**src/hw/rtl/gcd_pkg.sv**
```systemverilog
`timescale 1ns / 1ps
// ----------------------------------------------------------------------------
// gcd_pkg
// Shared widths, fixed-point constants and helpers for the great-circle
// distance pipeline.
// ----------------------------------------------------------------------------
package gcd_pkg;

    localparam int ANGLE_FRAC_BITS = 16;
    localparam int DIST_FRAC_BITS  = 8;

    localparam int LAT_W    = 24;
    localparam int LON_W    = 25;
    localparam int DIST_W   = 23;
    localparam int RADIUS_W = 21;
    localparam int RATIO_W  = 16;
    localparam int CFG_W    = 21;

    // Q30 widths: unsigned magnitude, CORDIC datapath, angle accumulator
    localparam int Q30_W  = 31;
    localparam int CORD_W = 34;
    localparam int ANG_W  = 33;

    localparam int ROT_STEPS  = 30;
    localparam int ROOT_STEPS = 31;
    localparam int RAD_W      = 2 * ROOT_STEPS;
    localparam int REM_W      = ROOT_STEPS + 2;

    localparam int PIPE_DEPTH = 3 + (ROT_STEPS + 1) + 3 + (ROOT_STEPS + 1)
                              + (ROT_STEPS + 1) + 4;

    localparam logic [31:0] ONE_Q30     = 32'd1073741824;
    localparam logic [31:0] PI_Q30      = 32'd3373259426;
    localparam logic [31:0] HALF_PI_Q30 = 32'd1686629713;
    localparam logic [31:0] GAIN_Q30    = 32'd652032874;
    localparam logic [30:0] DEG_RAD_Q36 = 31'd1199381129;

    localparam int DEG_MUL_W = 56;
    localparam int SH_FULL   = ANGLE_FRAC_BITS + 6;
    localparam int SH_HALF   = ANGLE_FRAC_BITS + 7;
    localparam int KM_SH     = 30 - DIST_FRAC_BITS;
    localparam int NM_SH     = 24;

    localparam logic signed [LAT_W-1:0] LAT_LIM = LAT_W'(90 <<< ANGLE_FRAC_BITS);
    localparam logic signed [LON_W-1:0] LON_LIM = LON_W'(180 <<< ANGLE_FRAC_BITS);
    localparam logic [DIST_W-1:0] DIST_MAX = '1;

    localparam logic [0:0] CFG_EARTH_RADIUS = 1'b0;
    localparam logic [0:0] CFG_KM_TO_NM     = 1'b1;

    localparam logic [RADIUS_W-1:0] RADIUS_RST = 21'd1630976;
    localparam logic [RATIO_W-1:0]  RATIO_RST  = 16'd35387;

    localparam logic [31:0] ARC_HEAD [10] = '{
        32'd843314857, 32'd497837829, 32'd263043837, 32'd133525159, 32'd67021687,
        32'd33543516,  32'd16775851,  32'd8388437,   32'd4194283,   32'd2097149
    };

    function automatic logic signed [ANG_W-1:0] arc_of(input int i);
        logic [31:0] v;
        if (i < 10) begin
            v = ARC_HEAD[i];
        end else begin
            v = 32'd1 << (30 - i);
        end
        return $signed({1'b0, v});
    endfunction

    function automatic logic signed [LAT_W-1:0] clamp_lat(input logic signed [LAT_W-1:0] v);
        if (v > LAT_LIM) return LAT_LIM;
        if (v < -LAT_LIM) return -LAT_LIM;
        return v;
    endfunction

    function automatic logic signed [LON_W-1:0] clamp_lon(input logic signed [LON_W-1:0] v);
        if (v > LON_LIM) return LON_LIM;
        if (v < -LON_LIM) return -LON_LIM;
        return v;
    endfunction

    // clamp a CORDIC value to [0, 1.0] in Q30
    function automatic logic [Q30_W-1:0] clamp_unit(input logic signed [CORD_W-1:0] v);
        if (v < 0) return '0;
        if (v > $signed({2'b0, ONE_Q30})) return Q30_W'(ONE_Q30);
        return Q30_W'(v);
    endfunction

    function automatic logic [Q30_W-1:0] clamp_half_pi(input logic [ANG_W-1:0] r);
        if (r > ANG_W'(HALF_PI_Q30)) return Q30_W'(HALF_PI_Q30);
        return Q30_W'(r);
    endfunction

    // fold an angle above pi/2 back for the sine
    function automatic logic [Q30_W-1:0] fold_sin(input logic [ANG_W-1:0] r);
        if (r <= ANG_W'(HALF_PI_Q30)) return Q30_W'(r);
        if (r >= ANG_W'(PI_Q30)) return '0;
        return Q30_W'(ANG_W'(PI_Q30) - r);
    endfunction

endpackage

```
**src/hw/rtl/gcd_sqrt.sv**
```systemverilog
`timescale 1ns / 1ps
// ----------------------------------------------------------------------------
// gcd_sqrt
// Pipelined integer floor square root, one result bit per stage.
// ----------------------------------------------------------------------------
module gcd_sqrt import gcd_pkg::*; (
    input  logic                  i_clk,
    input  logic                  i_en,
    input  logic [RAD_W-1:0]      i_radicand,
    output logic [ROOT_STEPS-1:0] o_root
);

    logic [RAD_W-1:0]      r_v    [0:ROOT_STEPS];
    logic [REM_W-1:0]      r_rem  [0:ROOT_STEPS];
    logic [ROOT_STEPS-1:0] r_root [0:ROOT_STEPS];

    always_ff @(posedge i_clk) begin
        if (i_en) begin
            r_v[0]    <= i_radicand;
            r_rem[0]  <= '0;
            r_root[0] <= '0;
        end
    end

    for (genvar k = 0; k < ROOT_STEPS; k++) begin : g_step
        logic [REM_W+1:0] rem2;
        logic [REM_W+1:0] trial;
        assign rem2  = {r_rem[k], r_v[k][RAD_W-1 -: 2]};
        assign trial = {2'b00, r_root[k], 2'b01};

        always_ff @(posedge i_clk) begin
            if (i_en) begin
                r_v[k+1] <= r_v[k] << 2;
                if (rem2 >= trial) begin
                    r_rem[k+1]  <= REM_W'(rem2 - trial);
                    r_root[k+1] <= {r_root[k][ROOT_STEPS-2:0], 1'b1};
                end else begin
                    r_rem[k+1]  <= REM_W'(rem2);
                    r_root[k+1] <= {r_root[k][ROOT_STEPS-2:0], 1'b0};
                end
            end
        end
    end

    assign o_root = r_root[ROOT_STEPS];

endmodule

```
**config.mk**
```make
export PLATFORM = sky130hd
export DESIGN_NAME = gcd_sqrt
export DESIGN_NICKNAME = d
export VERILOG_FILES = /design/src/hw/rtl/gcd_pkg.sv /design/src/hw/rtl/gcd_sqrt.sv
export SDC_FILE = /design/constraint.sdc
export NUM_CORES = 2
export LEC_CHECK = 0
export BUFFER_PORTS_ARGS = -buffer_cell sky130_fd_sc_hd__buf_4
export CAP_MARGIN = 5
export CORE_ASPECT_RATIO = 0.8
export CORE_MARGIN = 4
export CORE_UTILIZATION = 64
export CTS_CLUSTER_DIAMETER = 150
export DETAILED_ROUTE_END_ITERATION = 6
export PLACE_DENSITY = 0.89
export SYNTH_ARGS = -nofsm -noshare
export SYNTH_HDL_FRONTEND = slang
export SYNTH_SLANG_ARGS = --single-unit
```
**constraint.sdc**
```tcl
create_clock -name i_clk -period 3.79 [get_ports i_clk]
set_input_delay 0 -clock i_clk [delete_from_list [all_inputs] [get_ports i_clk]]
set_output_delay 0 -clock i_clk [all_outputs]
set_load 0.02 [all_outputs]
```
Word-level counts from Yosys, hierarchy flattened
Memories as Yosys holds them, arrays and structs flattened.
Cells that the tools add are included.
W data, S select, Z words.
{"block": "word_totals", "regBits": 0, "elab_cells": 377, "output_inout_bits": 31, "n_memories": 3, "mem_bits_rw": 4032, "inputBits": 64}
{"block": "classes", "magnitude_cmp": 31, "addsub": 31, "bitwise": 62, "muxes": 250}
{"memory": "r_v", "words": 32, "word_bits": 62, "rd": 31, "rd_ports_with_merged_regs": 0, "wr": 32, "line": "gcd_sqrt.sv:13", "text": "logic [RAD_W-1:0] r_v [0:ROOT_STEPS];"}
{"memory": "r_rem", "words": 32, "word_bits": 33, "rd": 31, "rd_ports_with_merged_regs": 0, "wr": 32, "line": "gcd_sqrt.sv:14", "text": "logic [REM_W-1:0] r_rem [0:ROOT_STEPS];"}
{"memory": "r_root", "words": 32, "word_bits": 31, "rd": 32, "rd_ports_with_merged_regs": 0, "wr": 32, "line": "gcd_sqrt.sv:15", "text": "logic [ROOT_STEPS-1:0] r_root [0:ROOT_STEPS];"}
{"cell": "$ge A35 B33 Y1", "n": 31}
{"cell": "$mux W33", "n": 31}
{"cell": "$sub A33 B33 Y33", "n": 31}
{"cell": "$mux W31", "n": 31}
{"cell": "$mux W1", "n": 188}
{"cell": "$or A1 B1 Y1", "n": 62}

Depth between registers and ports, before layout
An unclocked memory read counts as a cell.
{"block": "logic_depth", "word_depth": 6, "mapped_depth": 15, "mapped_depth_nobuf": 14}

Worst setup path before layout
No wires, ideal clock.
{"block": "synth_timing", "path_kind": "reg2reg", "from": "memory r_rem[0][240] (netlist bit)", "to": "memory r_rem[0][276] (netlist bit), data pin", "stages_incl_launch_ff": 13, "arrival_ns": 3.217, "setup_ns": 0.271, "slack_ns": 0.302, "path_cell_list": "edfxtp_1 or4_4 or4_4 or4_4 buf_6 clkinv_1 o211ai_1 or4_1 buf_6 nor2b_4 nand2_2 nor4_1 xor2_1"}
{"element": "start, declared", "line": "gcd_sqrt.sv:14"}

==> impl_metrics.ini <==
[setup_path]
crit_fanout = 7
reg2reg_depth = 10
setup.worst_path.class = register to register
critical_path_required_ns = 4.38
crit_arrival_ns = 4.29
startpoint_type = register
cp-end-kind = register

[run_status]
violations = design-rule violations
outcome = finished, violations left

[pwr]
ir_worst_vdd_v = 0.000552
pwr_density_cell_mw_per_mm2 = 598
p_leak_nw = 47.8

[cts]
numCtsBuffers = 220
cts_tree = yes
htreeDepth = 4
cts_num_sinks = 2430
clockBufferDepth = 3
clk_pin_slew_ns = 0.06
cts-root-buf = clkbuf_16
clk_latency_ns = 0.86

[cells_and_area]
nFillCells = 10900
multi_input_area_sq_mm = 0.0361
nets = 9610
final_cell_area_sq_mm = 0.125
syn_to_final_growth_pct = 11.7
layout-drive-gt1-share = 0.0876
seq_area_sq_mm = 0.0730

[detailed_routing]
wire_per_inst_um = 20.5
drtAntennaViolNets = 0
num_vias = 69000
drt-total-wl_um = 236000
viasPerCell = 6.01
drt_iter0_drc = 7079
post-route-drc-count = 5
firstDrtPassIters = 7

[placement]
post-place-ws_ns = -0.0525
place_hpwl_um = 161000
dpl-instance-area_sq_mm = 0.116
gp_congestion = 0.941
io_buffers = 94

[logic_synthesis]
async_reset_ff_frac = 0
synth-seq-cells = 2430
ys_types = 98
syn_area_per_cell_sq_um = 13.0
synth.most_common_cell = edfxtp_1
ys.flop_type = edfxtp_1
synth_top_area_frac = 0.651
synth-seq-area-share = 0.651
synth_cells = 8589
synth_enable_flop_cells = 2429
syn_area_sq_mm = 0.112
ys_warn_count = 0
synth_area_leaders = edfxtp_1 65%, ha_1 5.9%, xnor2_1 3.1%
synth_common_cells = 2429 x edfxtp_1, 647 x inv_1, 633 x nand2_1, 529 x ha_1, 503 x o21ai_0
synth_nets = 9182
yosysTopAreaCell = edfxtp_1

[floorplanning]
dieArea_sq_mm = 0.182
fp.coreArea_sq_mm = 0.174
io_pins = 95
die_height_um = 382
num_rows = 137
die_w_um = 476
initial_core_util = 0.643

[sta]
max_freq_mhz = 270
holdWs_ns = 0.197
drv_slew = 0
postLayoutSetupSlackWorst_ns = 0.0881
hold_viol_final = 0
period_share = 0.977
setup_viol = 0
fin_skew_ns = 0.0567
worst_pin_slew_ns = 1.09
min_period_ns = 3.70
relSlewSlack = 0.276

[flow_run]
maxCapViolations = 0

[grt]
antenna_found_initial = 0
grt_usage = 0.258
grt_pass1_wl_um = 373000
grt_max_degree = 180
grt-ovfl-total = 0
grt_pass1_vias = 68000

[hold_path]
holdPathStages = 2
holdCritPathClass = input pin to register
layout by cell type (no fill, tap or decap), types with 31 or more instances in the layout:
| master | netlist | layout |
|---|---|---|
| edfxtp_1 | 2429 | 2429 |
| o21ai_0 | 503 | 497 |
| dlygate4sd3_1 | 0 | 125 |
| nand3_1 | 144 | 144 |
| nand4_1 | 93 | 93 |
| o21bai_1 | 39 | 39 |
| clkinv_2 | 0 | 40 |
| inv_1 | 647 | 647 |
| a21o_1 | 215 | 215 |
| a31oi_1 | 48 | 44 |
| xnor2_1 | 396 | 396 |
| nor3_1 | 187 | 183 |
| nand2b_1 | 115 | 115 |
| ha_1 | 529 | 528 |
| buf_4 | 1 | 259 |
| mux2_2 | 53 | 53 |
| nor2b_1 | 79 | 79 |
| xor2_1 | 395 | 395 |
| o21a_1 | 95 | 95 |
| clkbuf_16 | 0 | 221 |
| and2_1 | 41 | 41 |
| and3_1 | 39 | 37 |
| or3_1 | 75 | 72 |
| a211oi_1 | 32 | 31 |
| or2_2 | 52 | 52 |
| nor2_1 | 496 | 494 |
| a21oi_1 | 498 | 496 |
| or4_1 | 60 | 60 |
| nor4_1 | 116 | 110 |
| nand2_1 | 633 | 631 |
| clkinv_1 | 3 | 53 |
| clkbuf_1 | 179 | 33 |
metal layers:
layer	vias up	track usage	routed length, um
met3	468	0.0394	15700
met1	33500	0.360	99800
li1	32500	-	-
met5	-	0	0
met2	2568	0.428	115000
met4	0	0.0671	6020
kinds of logic after synthesis:
kind of cell               count (synthesis)  synth area share
buffers and inverters                    845            0.0285
and+or+nand+nor                         2268             0.102
muxes                                     66           0.00649
xor gates and xnor gates                 791            0.0618
AOI/OAI and AO/OA                       1660            0.0904
adders and majority gates                529            0.0591
DFF                                     2430             0.651
final cells by class:
| cell class | instances | share of cell area |
|---|---|---|
| well taps | 2293 | 0.0229 |
| inverters | 651 | 0.0195 |
| clock inverters | 150 | 0.0129 |
| repair buffers | 400 | 0.0281 |
| diodes | 2 | 0.0000400 |
| multi-input cells | 5314 | 0.289 |
| flip-flops and latches | 2430 | 0.583 |
| clock buffers | 254 | 0.0452 |
final timing paths:
path / start / to / slack [ns]
worst max register to register: r_rem[0][341] / r_rem[0][387] / 0.09
worst min-delay path: i_en / r_rem[0][478] / 0.20
worst min register to register: r_v[0][776] / r_v[0][840] / 0.41
worst max-delay path: r_rem[0][341] / r_rem[0][387] / 0.09
metrics by stage:
stage                     utilization  total power [mW]  std cells  setup TNS [ns]
after floorplan                     -              47.2       8589               0
after global placement          0.668              51.8      11000               0
after detailed placement        0.668              52.4      11000         -0.0525
after CTS                       0.717              74.9      11500               0
after global routing            0.719              78.4      11500         -0.0503
final                           0.719              74.9      11500               0
critical path: stages, from the launching register on:
cell and delay (ns):
edfxtp_1 0.46, or4_1 0.56, nor3_1 0.24, nand2b_1 0.24, nor4_4 0.41, buf_4 0.19, nor4b_4 0.06, a2111o_1 0.42
or4_1 0.47, nor3_1 0.27, xor2_1 0.11
where the power goes:
part,internal [mW],switching (mW),leakage (nW),total (mW)
combinational,6.82,9.24,20.9,16.1
clock,12.4,10.1,3.52,22.4
sequential,34.0,2.41,23.4,36.4
total,53.2,21.7,47.8,74.9
what timing repair did:
item	in CTS	in global routing
resized for setup	1	50
pin swaps	0	5
hold buffers	125	0
setup endpoints to repair	1	133
endpoints found under the hold margin	450	0
buffers inserted	0	6
state kept, by name, indices dropped and copies added (netlist names):
| name | flops |
|---|---|
| r_rem | 942 |
| r_v | 992 |
| r_root | 496 |
Note: power is estimated with default switching activity, not from simulation.
